`src/sv/u8250_pkg.sv`:
```
// Shared types and constants for the 8250-style UART register unit.
// Depends on nothing; the top level refers to it by scoped names.
package u8250_pkg;

    // FIFO geometry.
    localparam int FIFO_DEPTH = 16;
    localparam int PTR_W      = $clog2(FIFO_DEPTH);
    localparam int LVL_W      = $clog2(FIFO_DEPTH + 1);

    // Level marks: full, and the overrun mark one below full.
    localparam logic [LVL_W-1:0] LVL_FULL = LVL_W'(FIFO_DEPTH);
    localparam logic [LVL_W-1:0] LVL_OVR  = LVL_W'(FIFO_DEPTH - 1);

    // Item kinds.
    localparam logic [1:0] FUNC_READ  = 2'd0;
    localparam logic [1:0] FUNC_WRITE = 2'd1;
    localparam logic [1:0] FUNC_TICK  = 2'd2;
    localparam logic [1:0] FUNC_RECV  = 2'd3;

    // Register offsets.
    localparam logic [2:0] REG_DATA = 3'd0;
    localparam logic [2:0] REG_IER  = 3'd1;
    localparam logic [2:0] REG_IIR  = 3'd2;
    localparam logic [2:0] REG_LCR  = 3'd3;
    localparam logic [2:0] REG_MCR  = 3'd4;
    localparam logic [2:0] REG_LSR  = 3'd5;
    localparam logic [2:0] REG_MSR  = 3'd6;

    // Fixed values and reset values.
    localparam logic [7:0] IIR_FIXED = 8'hc1;
    localparam logic [7:0] FCR_RESET = 8'hc0;
    localparam logic [7:0] LCR_RESET = 8'h03;
    localparam logic [3:0] IER_MASK  = 4'hf;

    // Bit positions.
    localparam int LCR_DLAB   = 7;
    localparam int MCR_LOOP   = 4;
    localparam int FCR_RXCLR  = 1;
    localparam int FCR_TXCLR  = 2;
    localparam int LSR_DR     = 0;
    localparam int LSR_OE     = 1;
    localparam int LSR_THRE   = 5;
    localparam int LSR_TEMT   = 6;

    // One input item.
    typedef struct packed {
        logic [1:0] func;
        logic [2:0] offset;
        logic [7:0] data_in;
    } t_in_item;

    // One result item.
    typedef struct packed {
        logic [7:0] read_data;
        logic       tx_valid;
        logic [7:0] tx_byte;
        logic [7:0] line_status;
    } t_out_item;

endpackage

```
`src/sv/uart_8250_register_model_unit.sv`:
```
// Top level of the 8250-style UART register unit: register file, divisor
// counter and the transmit and receive FIFOs. Depends on u8250_pkg.

// An item is registered when accepted and then applied to the UART state, and its
// result is registered; the item waits while the result register is blocked. One
// item is taken per cycle without gaps while the output does not stall: all state
// (registers, ring pointers and fill levels of both 16-entry FIFOs) is updated
// by one short combinational pass per item. The input stalls only while both the
// item register and the result register are full and the output is stalled; that
// output stall reaches o_in_stall in the same cycle. Both FIFOs are rings with a
// head pointer and a level; nothing needs clearing after reset.
module uart_8250_register_model_unit (
    input  logic                  i_clk,
    input  logic                  i_rst_n,
    input  logic                  i_in_valid,
    output logic                  o_in_stall,
    input  u8250_pkg::t_in_item   i_in_item,
    output logic                  o_out_valid,
    input  logic                  i_out_stall,
    output u8250_pkg::t_out_item  o_out_item
);

    // Pipeline registers.
    logic                    r_item_valid;
    u8250_pkg::t_in_item     r_item;
    logic                    r_res_valid;
    u8250_pkg::t_out_item    r_res;
    u8250_pkg::t_out_item    n_res;

    // UART state.
    logic [3:0]  r_ier, n_ier;
    logic [7:0]  r_fcr, n_fcr;
    logic [7:0]  r_lcr, n_lcr;
    logic [7:0]  r_mcr, n_mcr;
    logic [7:0]  r_lsr, n_lsr;
    logic [7:0]  r_msr, n_msr;
    logic [15:0] r_div, n_div;
    logic [15:0] r_tick, n_tick;

    logic [u8250_pkg::PTR_W-1:0] r_tx_head, n_tx_head;
    logic [u8250_pkg::LVL_W-1:0] r_tx_level, n_tx_level;
    logic [u8250_pkg::PTR_W-1:0] r_rx_head, n_rx_head;
    logic [u8250_pkg::LVL_W-1:0] r_rx_level, n_rx_level;

    // FIFO storage, no reset.
    logic [7:0] r_tx_mem [u8250_pkg::FIFO_DEPTH];
    logic [7:0] r_rx_mem [u8250_pkg::FIFO_DEPTH];

    // Write ports of the FIFO storage.
    logic                        tx_we, rx_we;
    logic [u8250_pkg::PTR_W-1:0] tx_waddr, rx_waddr;
    logic [7:0]                  tx_wdata, rx_wdata;

    // Receive request, from the line or from loopback.
    logic       rx_push;
    logic [7:0] rx_byte;
    logic [7:0] tx_head_byte;

    logic in_take;
    logic res_free;
    logic process;

    // Advance a ring pointer by one.
    function automatic logic [u8250_pkg::PTR_W-1:0] ptr_inc(
        input logic [u8250_pkg::PTR_W-1:0] p
    );
        logic [u8250_pkg::PTR_W-1:0] r;
        if (p == u8250_pkg::PTR_W'(u8250_pkg::FIFO_DEPTH - 1)) begin
            r = '0;
        end else begin
            r = p + 1'b1;
        end
        return r;
    endfunction

    // Tail slot of a ring: head plus level, wrapped once.
    function automatic logic [u8250_pkg::PTR_W-1:0] ptr_tail(
        input logic [u8250_pkg::PTR_W-1:0] p,
        input logic [u8250_pkg::LVL_W-1:0] lvl
    );
        logic [u8250_pkg::LVL_W:0] s;
        s = (u8250_pkg::LVL_W+1)'(p) + (u8250_pkg::LVL_W+1)'(lvl);
        if (s >= (u8250_pkg::LVL_W+1)'(u8250_pkg::FIFO_DEPTH)) begin
            s = s - (u8250_pkg::LVL_W+1)'(u8250_pkg::FIFO_DEPTH);
        end
        return s[u8250_pkg::PTR_W-1:0];
    endfunction

    // Handshake: the item register holds while the result register is blocked.
    assign res_free    = !r_res_valid || !i_out_stall;
    assign process     = r_item_valid && res_free;
    assign o_in_stall  = r_item_valid && !res_free;
    assign in_take     = i_in_valid && !o_in_stall;
    assign o_out_valid = r_res_valid;
    assign o_out_item  = r_res;

    assign tx_head_byte = r_tx_mem[r_tx_head];

    // Single pass of the register model over the current item.
    always_comb begin
        n_ier      = r_ier;
        n_fcr      = r_fcr;
        n_lcr      = r_lcr;
        n_mcr      = r_mcr;
        n_lsr      = r_lsr;
        n_msr      = r_msr;
        n_div      = r_div;
        n_tick     = r_tick;
        n_tx_head  = r_tx_head;
        n_tx_level = r_tx_level;
        n_rx_head  = r_rx_head;
        n_rx_level = r_rx_level;
        tx_we      = 1'b0;
        tx_waddr   = ptr_tail(r_tx_head, r_tx_level);
        tx_wdata   = r_item.data_in;
        rx_we      = 1'b0;
        rx_waddr   = ptr_tail(r_rx_head, r_rx_level);
        rx_wdata   = '0;
        rx_push    = 1'b0;
        rx_byte    = r_item.data_in;
        n_res      = '0;

        case (r_item.func)
            u8250_pkg::FUNC_READ: begin
                case (r_item.offset)
                    u8250_pkg::REG_DATA: begin
                        if (r_lcr[u8250_pkg::LCR_DLAB]) begin
                            n_res.read_data = r_div[7:0];
                        end else begin
                            if (r_rx_level != '0) begin
                                n_res.read_data = r_rx_mem[r_rx_head];
                                n_rx_head       = ptr_inc(r_rx_head);
                                n_rx_level      = r_rx_level - 1'b1;
                            end
                            // Data ready drops once the FIFO has run empty.
                            if (r_rx_level <= u8250_pkg::LVL_W'(1)) begin
                                n_lsr[u8250_pkg::LSR_DR] = 1'b0;
                            end
                        end
                    end
                    u8250_pkg::REG_IER: begin
                        if (r_lcr[u8250_pkg::LCR_DLAB]) begin
                            n_res.read_data = r_div[15:8];
                        end else begin
                            n_res.read_data = {4'b0, r_ier};
                        end
                    end
                    u8250_pkg::REG_IIR: n_res.read_data = u8250_pkg::IIR_FIXED;
                    u8250_pkg::REG_LCR: n_res.read_data = r_lcr;
                    u8250_pkg::REG_LSR: begin
                        n_res.read_data          = r_lsr;
                        n_lsr[u8250_pkg::LSR_OE] = 1'b0;
                    end
                    u8250_pkg::REG_MSR: n_res.read_data = r_msr;
                    default:            n_res.read_data = '0;
                endcase
            end
            u8250_pkg::FUNC_WRITE: begin
                case (r_item.offset)
                    u8250_pkg::REG_DATA: begin
                        if (r_lcr[u8250_pkg::LCR_DLAB]) begin
                            n_div[7:0] = r_item.data_in;
                        end else if (r_tx_level < u8250_pkg::LVL_FULL) begin
                            tx_we                      = 1'b1;
                            n_tx_level                 = r_tx_level + 1'b1;
                            n_lsr[u8250_pkg::LSR_THRE] = 1'b0;
                            n_lsr[u8250_pkg::LSR_TEMT] = 1'b0;
                        end
                    end
                    u8250_pkg::REG_IER: begin
                        if (r_lcr[u8250_pkg::LCR_DLAB]) begin
                            n_div[15:8] = r_item.data_in;
                        end else begin
                            n_ier = r_item.data_in[3:0] & u8250_pkg::IER_MASK;
                        end
                    end
                    u8250_pkg::REG_IIR: begin
                        // FCR: the clear bits flush the FIFOs.
                        n_fcr = r_item.data_in;
                        if (r_item.data_in[u8250_pkg::FCR_RXCLR]) begin
                            n_rx_level               = '0;
                            n_lsr[u8250_pkg::LSR_DR] = 1'b0;
                        end
                        if (r_item.data_in[u8250_pkg::FCR_TXCLR]) begin
                            n_tx_level = '0;
                        end
                    end
                    u8250_pkg::REG_LCR: n_lcr = r_item.data_in;
                    u8250_pkg::REG_MCR: begin
                        n_mcr = r_item.data_in;
                        if (r_item.data_in[u8250_pkg::MCR_LOOP]) begin
                            // Loopback mirrors the modem outputs onto the inputs.
                            n_msr[7] = r_item.data_in[3];
                            n_msr[6] = r_item.data_in[2];
                            n_msr[4] = r_item.data_in[1];
                            n_msr[5] = r_item.data_in[0];
                        end else begin
                            n_msr[7:6] = 2'b00;
                        end
                    end
                    default: ;
                endcase
            end
            u8250_pkg::FUNC_TICK: begin
                if (r_tick >= r_div) begin
                    n_tick = '0;
                    if (r_tx_level != '0) begin
                        n_tx_head  = ptr_inc(r_tx_head);
                        n_tx_level = r_tx_level - 1'b1;
                        if (r_mcr[u8250_pkg::MCR_LOOP]) begin
                            rx_push = 1'b1;
                            rx_byte = tx_head_byte;
                        end else begin
                            n_res.tx_valid = 1'b1;
                            n_res.tx_byte  = tx_head_byte;
                        end
                        if (r_tx_level == u8250_pkg::LVL_W'(1)) begin
                            n_lsr[u8250_pkg::LSR_TEMT] = 1'b1;
                        end
                    end
                    if (r_tx_level <= u8250_pkg::LVL_W'(1)) begin
                        n_lsr[u8250_pkg::LSR_THRE] = 1'b1;
                    end
                end else begin
                    n_tick = r_tick + 1'b1;
                end
            end
            default: begin
                rx_push = 1'b1;
            end
        endcase

        // Receive path; an almost full FIFO drops the byte and flags overrun.
        if (rx_push) begin
            if (r_rx_level >= u8250_pkg::LVL_OVR) begin
                n_lsr[u8250_pkg::LSR_OE] = 1'b1;
            end else begin
                rx_we      = 1'b1;
                rx_wdata   = rx_byte;
                n_rx_level = r_rx_level + 1'b1;
            end
            n_lsr[u8250_pkg::LSR_DR] = (n_rx_level != '0);
        end

        n_res.line_status = n_lsr;
    end

    // Control and state registers.
    always_ff @(posedge i_clk) begin
        if (!i_rst_n) begin
            r_item_valid <= 1'b0;
            r_res_valid  <= 1'b0;
            r_ier        <= '0;
            r_fcr        <= u8250_pkg::FCR_RESET;
            r_lcr        <= u8250_pkg::LCR_RESET;
            r_mcr        <= '0;
            r_lsr        <= '0;
            r_msr        <= '0;
            r_div        <= '0;
            r_tick       <= '0;
            r_tx_head    <= '0;
            r_tx_level   <= '0;
            r_rx_head    <= '0;
            r_rx_level   <= '0;
        end else begin
            r_item_valid <= in_take || (r_item_valid && !process);
            if (process) begin
                r_res_valid <= 1'b1;
            end else if (!i_out_stall) begin
                r_res_valid <= 1'b0;
            end
            if (process) begin
                r_ier      <= n_ier;
                r_fcr      <= n_fcr;
                r_lcr      <= n_lcr;
                r_mcr      <= n_mcr;
                r_lsr      <= n_lsr;
                r_msr      <= n_msr;
                r_div      <= n_div;
                r_tick     <= n_tick;
                r_tx_head  <= n_tx_head;
                r_tx_level <= n_tx_level;
                r_rx_head  <= n_rx_head;
                r_rx_level <= n_rx_level;
            end
        end
    end

    // Payload registers and FIFO storage.
    always_ff @(posedge i_clk) begin
        if (in_take) begin
            r_item <= i_in_item;
        end
        if (process) begin
            r_res <= n_res;
            if (tx_we) begin
                r_tx_mem[tx_waddr] <= tx_wdata;
            end
            if (rx_we) begin
                r_rx_mem[rx_waddr] <= rx_wdata;
            end
        end
    end

endmodule
```
`config.mk`:
```
export PLATFORM = sky130hd
export DESIGN_NAME = uart_8250_register_model_unit
export DESIGN_NICKNAME = d
export VERILOG_FILES = /design/src/sv/u8250_pkg.sv /design/src/sv/uart_8250_register_model_unit.sv
export SDC_FILE = /design/constraint.sdc
export NUM_CORES = 1
export LEC_CHECK = 0
export ABC_AREA = 1
export BUFFER_PORTS_ARGS = -buffer_cell sky130_fd_sc_hd__buf_2
export CORE_MARGIN = 2
export CORE_UTILIZATION = 55
export CTS_CLUSTER_SIZE = 16
export DETAILED_ROUTE_END_ITERATION = 16
export PLACE_DENSITY = 0.72
export SYNTH_ARGS = -nofsm -noshare
export SYNTH_HDL_FRONTEND = slang
export SYNTH_SLANG_ARGS = --single-unit
export TNS_END_PERCENT = 10
```
`constraint.sdc`:
```
create_clock -name i_clk -period 4.2 [get_ports i_clk]
set_input_delay 0.21 -clock i_clk [delete_from_list [all_inputs] [get_ports i_clk]]
set_output_delay 0.21 -clock i_clk [all_outputs]
set_load 0.005 [all_outputs]
```
# Yosys cells after proc, flatten, opt, wreduce, memory -nomap -nowiden
# Memories as Yosys holds them, arrays and structs flattened. A register that Yosys moved wholly into a read port is not among the register bits.
# Index checks and enable logic that the tools add are counted.
# word_totals
ff_bits	111
latchBits	0
mem_bits_rw	256
romBits	0
in_bits	17
out_inout_bits	27
elab_cells	167
mem_count	2
# classes
add_sub_neg	11
multipliers	0
div_mod_pow	0
magnitude_cmp	7
eq_ne	18
n_shift	0
mux	73
bitwise_logic	4
n_reduce_logical	30
# mem_list
name	words	width	read_ports	rd_clocked_by_memory_dff	wr	line_no	rtl
r_rx_mem	16	8	1	1	1	uart_8250_register_model_unit.sv:47	logic [7:0] r_rx_mem [u8250_pkg::FIFO_DEPTH];
r_tx_mem	16	8	1	1	1	uart_8250_register_model_unit.sv:46	logic [7:0] r_tx_mem [u8250_pkg::FIFO_DEPTH];
# op_table
operator	count
2-to-1 mux 8 bit	9
2-to-1 mux 5 bit	13
one-hot mux 8 bit (6 select lines)	1
2-to-1 mux 4 bit	8
one-hot mux 5 bit (2 select lines)	3
2-to-1 mux 1 bit	28
AND reduction 4 bit	5
adder 16 x 1 -> 16 bit, second input constant	1
greater-or-equal comparator 16 bit	1
2-to-1 mux 16 bit	1
nonzero test 5 bit	3
adder 4 x 5 -> 6 bit	2
greater-or-equal comparator 6 x 5 -> 1 bit, second input constant	2
2-to-1 mux 2 bit	6
adder 5 x 1 -> 5 bit, second input constant	2
<= comparator 5 x 1 -> 1 bit, second input constant	2
subtractor 5 x 1 -> 5 bit, second input constant	2
equality test 3 bit, second input constant	3
2-to-1 mux 9 bit	1
inequality test 3 bit, second input constant	3
AND reduction 3 bit	3
adder 4 x 1 -> 4 bit, second input constant	2
equality test 4 bit, second input constant	2
AND reduction 8 bit	1
24 further kinds	39

# Logic depth before layout (Yosys ltp)
# logic_depth
depth_word	9
depth_mapped	19

# Worst setup path before layout
# OpenSTA, ideal clock, no wires.
# synth_timing
kind	flip-flop to flip-flop
startpoint	register r_div[15]
endpoint	memory r_rx_mem[12][0] (enable)
setup_time_ps	370
t_arrival_ps	2048
setup_slack_ps	1782
stages_incl_launch_ff	13
path_buffers	0
cell_sequence	dfxtp_1 inv_1 ha_1 nand2_1 nor3_2 nand3_1 nand3_2 nand2_1 nand2_4 nand3_4 nor2_4 nand2_1 nor2_1
# synth_between
elab_chain_len	7
# synth_lines
item	line_no	rtl
from (decl)	uart_8250_register_model_unit.sv:37	logic [15:0] r_div, n_div;
from (signal assigned)	uart_8250_register_model_unit.sv:279	r_div <= n_div;
greater-or-equal comparator 16 bit	uart_8250_register_model_unit.sv:205	if (r_tick >= r_div) begin
2-to-1 mux 1 bit	uart_8250_register_model_unit.sv:205	
one-hot mux 1 bit (2 select lines)	uart_8250_register_model_unit.sv:123	case (r_item.func)
2-to-1 mux 1 bit	uart_8250_register_model_unit.sv:234	if (rx_push) begin
2-to-1 mux 1 bit	uart_8250_register_model_unit.sv:299	if (rx_we) begin
2-to-1 mux 1 bit	uart_8250_register_model_unit.sv:294	if (process) begin
2-to-1 mux 1 bit (not written as such)	uart_8250_register_model_unit.sv:300	r_rx_mem[rx_waddr] <= rx_wdata;
to (decl)	uart_8250_register_model_unit.sv:47	
# No other way between the ends.

# Final worst setup path
# layout_timing
startpoint	register r_item[11] (netlist name)
endpoint	memory r_rx_mem[8][3] (enable)
# layout_between
elab_chain_len	7
# layout_lines
item	line_no	rtl
from (decl)	uart_8250_register_model_unit.sv:25	u8250_pkg::t_in_item r_item;
from (signal assigned)	uart_8250_register_model_unit.sv:292	r_item <= i_in_item;
equality test 2 x 1 -> 1 bit or zero test 2 bit (tied branches)	uart_8250_register_model_unit.sv:123	
OR reduction 2 bit (no line)	n/a	
one-hot mux 1 bit (2 select lines) *	uart_8250_register_model_unit.sv:123	
2-to-1 mux 1 bit *	uart_8250_register_model_unit.sv:234	
2-to-1 mux 1 bit *	uart_8250_register_model_unit.sv:299	
2-to-1 mux 1 bit *	uart_8250_register_model_unit.sv:294	
2-to-1 mux 1 bit (not written as such) *	uart_8250_register_model_unit.sv:300	
# Every way passes the cells marked *; elsewhere a longest branch is shown, timed or not.

==> impl_results.md <==
* WS Path Type: reg2reg
* Synth Area in Adders at 0.02997
* Synthesized flop and latch total at 371
* Met1 WL at 16,520 um
* Vias/cell at 5.880
* Max Root-Sink Buffers at 3
* Slowest CP cell: nor2_1
* Synth top area share at 0.5321
* Mux cell area share after synthesis at 0.02018
* Area Growth Syn to Fin at 12.35%
* Period utilisation layout at 0.7267
* Max stage delay on crit path at 570 ps
* CP required at 4360 ps
* Max layer used: met4
* Routed WL per cell at 19.86 um
* Post-route ant nets at 0
* Min-Delay Path Class: in2reg
* Rows at 63
* Port bufs at 39
* Initial core utilization at 0.5551
* Xor-xnor portion of the synthesized cell area at 0.008563
* Post-route DRC at 0
* First-pass GRT wire length at 61,490 um
* 1st-pass router iterations at 5
* Sequential power share at 0.518
* Largest area contributor in the netlist: edfxtp_1
* WL met2 at 19,170 um
* Post-CTS Resized at 0
* Pint at 6.148 mW
* First DRT Iteration DRCs at 1,180
* Dpl cells at 1,920
* Largest net degree at the start of global routing at 70
* VDD IR max at 0.2625 mV
* Slew Limit Fails at 0
* Synth Flop Type: edfxtp_1
* Largest cells by area after synthesis: edfxtp_1 (53%), dfxtp_1 (9.9%), o21ai_0 (4.9%)
* Max cap viols at 0
* Critical Path Fanout Max at 10
* Setup repair bufs after CTS at 0
* Slew headroom at 0.3477
* CTS sink cnt at 371
* Power Total at 7.812 mW
* Leak Pwr at 6.683 nW
* Setup crit end kind: flop
* Fin util at 0.6237
* Synth warn at 0
* GRT Resource Usage Total at 0.2568
* Switching share of power at 0.2130
* Setup Viol. Count Final at 0
* Root buffer cell: clkbuf_16
* Cell area power density at 424.9 nW/um^2
* Post-Synth Simple-Gate Area at 0.1284
* Hold slack at 31.02 ps
* Die Ht at 176.5 um
* Share of layout cells above drive strength 1 at 0.1066
* Critical Path AT at 3210 ps
* CTS clk-pin slew, worst paths at 60 ps
* Clk network pwr share at 0.431
* Combinational Power Share at 0.051
* Die width at 176.5 um
* Initial antenna violation count at 0
* Die area at 31,150 um^2
* Final Non-Filler Cells at 2,003
* Synth Area in Compound Gates at 0.1313
* Layout net count at 1,640
* FMAX at 327.7 MHz
* Distinct cells, synth at 55
* Slew @ Worst Pin at 978.5 ps
* Htree depth at 2
* Detail Route met3 WL at 2957 um
* Unrepaired setup endpoints after global routing: no
* WL final at 39,790 um
* CP startpoint kind: flop
* GRT Residual Overflow at 0
* Worst-skew pair later-pin latency at 530 ps
* Syn_area_per_cell at 10.75 um^2
* Endpoints failing hold at 0
* DP HPWL at 26,270 um
* Core area at 29,480 um^2
* Post-synth EDFFs at 290
* Via count at 11,780
* Post-Syn Instances at 1,522
* Post-synthesis sequential area ratio at 0.6312
* IO Count at 44
* GP Congestion at 0.8958
* Number of global-route vias before repair at 11,400
* Status: finished clean
* TritonCTS clock tree: done
* CTS buffer count at 38
* Net Switching at 1.664 mW
* Critical-path cell list: inv_1 > ha_1 > inv_1 > nand2_1 > nand3_4 > nor2_4 > nand2_1 > nor2_1
* Async S/R FF share, synth at 0
* Worst Skew at 18.25 ps
* Setup_tns at 0 ps
* Minimum clock period after layout at 3052 ps
* Mapped cell area at 16,370 um^2
* Antenna diode count at 0
* Main combinational cell family by area after synthesis: compound AO/OA/AOI/OAI gates
-- cell usage after synthesis, types with 3 or more instances --
| cell type | number |
|---|---|
| buf_1 | 4 |
| xnor2_1 | 7 |
| nand3b_1 | 3 |
| o22ai_1 | 14 |
| o221ai_1 | 15 |
| mux2i_1 | 33 |
| nand3_2 | 4 |
| inv_2 | 20 |
| buf_2 | 14 |
| a211oi_1 | 5 |
| nor2_4 | 4 |
| and3_1 | 4 |
| nor3_1 | 9 |
| o211ai_1 | 38 |
| xor2_1 | 9 |
| nand4_1 | 5 |
| a32o_1 | 5 |
| ha_1 | 36 |
| buf_4 | 6 |
| a31oi_1 | 6 |
| nor3b_1 | 3 |
| nor2_2 | 5 |
| edfxtp_1 | 290 |
| o21ai_0 | 159 |
| o21ai_1 | 5 |
| nand3_1 | 67 |
| dfxtp_1 | 81 |
| a21oi_1 | 125 |
| clkinv_1 | 3 |
| clkbuf_1 | 34 |
| nor2_1 | 154 |
| nand2_1 | 199 |
| inv_1 | 127 |
-- per-stage QoR --
step	worst slack (ps)	instance area (um^2)
final	1148	18390
after CTS	1200	18390
after global placement	1314	16990
after global routing	887.3	18390
after detailed placement	1204	16990
after floorplan	1782	16380
-- cell usage in the layout, fill, tap and decap left out, types with 8 or more instances in the layout --
master	n
edfxtp_1	290
nand2_1	199
o21ai_0	159
nor2_1	154
inv_1	127
a21oi_1	125
dfxtp_1	79
nand3_1	67
clkbuf_16	39
buf_2	39
o211ai_1	38
ha_1	36
mux2i_1	33
buf_4	24
inv_2	20
o221ai_1	15
dlygate4sd3_1	15
o22ai_1	14
clkinv_2	11
nor3_1	9
xor2_1	9
clkinv_1	8
-- kinds of logic (layout without fill, tap and decap cells) --
kind of cell / Yosys count / count (layout)
adder cells (fa/ha/maj): 38 / 38
other: 1 / 4
XOR/XNOR: 16 / 16
flip-flops: 371 / 371
AND/OR/NAND/NOR: 474 / 474
multiplexers: 33 / 33
AO/OA/AOI/OAI: 381 / 381
buffers and inverters: 208 / 296
-- critical path: cells and delay by family, from the launching register on --
kind	cells	cell delay, ps
flip-flops	1	390
AND/OR/NAND/NOR	5	1480
adder cells (fa/ha/maj)	1	500
buffers and inverters	2	320
-- power by group through the flow --
stage | Sequential [mW] | Clock, mW | Combinational, mW
2_1_floorplan | 4.12 | 0 | 0.232
5_1_grt | 4.05 | 3.55 | 0.437
4_1_cts | 4.05 | 3.41 | 0.391
3_5_place_dp | 4.12 | 0 | 0.377
3_3_place_gp | 4.12 | 0 | 0.373
6_report | 4.05 | 3.37 | 0.397
-- sequential cells by signal, summed over array words and instances, names as in the netlist, 5 cells and up, named ones only --
name	cells
o_out_item	21
r_div	16
r_item	5
r_lcr	8
r_rx_level	5
r_rx_mem	128
r_tick	16
r_tx_level	5
r_tx_mem	128
tx_wdata	8
-- cell type report --
type,count,area [um^2]
Clock buffer,45,1008
Inverter,150,563.0
Clock inverter,23,240.2
Timing Repair Buffer,78,525.5
Tap cell,390,488.0
Multi-Input combinational cell,946,5226
Sequential cell,371,10330
Fill cell,2349,11090
-- repair_timing --
item,4_1_cts,5_1_grt
hold endpoints to repair,15,0
hold buffers,15,0
setup endpoints to repair,0,0
-- final timing paths --
path                            startpoint              to  slack (ps)  depth (start not counted)
worst max register to register  r_item[11]  r_rx_mem[8][3]        1150                          8
worst min-delay path               i_rst_n        r_ier[2]          30                          3
worst min register to register    r_ier[2]        r_ier[2]         460                          2
worst max-delay path            r_item[11]  r_rx_mem[8][3]        1150                          8
-- per-layer routing --
layer | global-route usage | up-vias
met1 | 0.3480 | 5673
met5 | 0 | -
met2 | 0.4271 | 499
met3 | 0.04070 | 90
met4 | 0.08230 | 0
li1 | - | 5515
(Power assumes the default switching activity.)
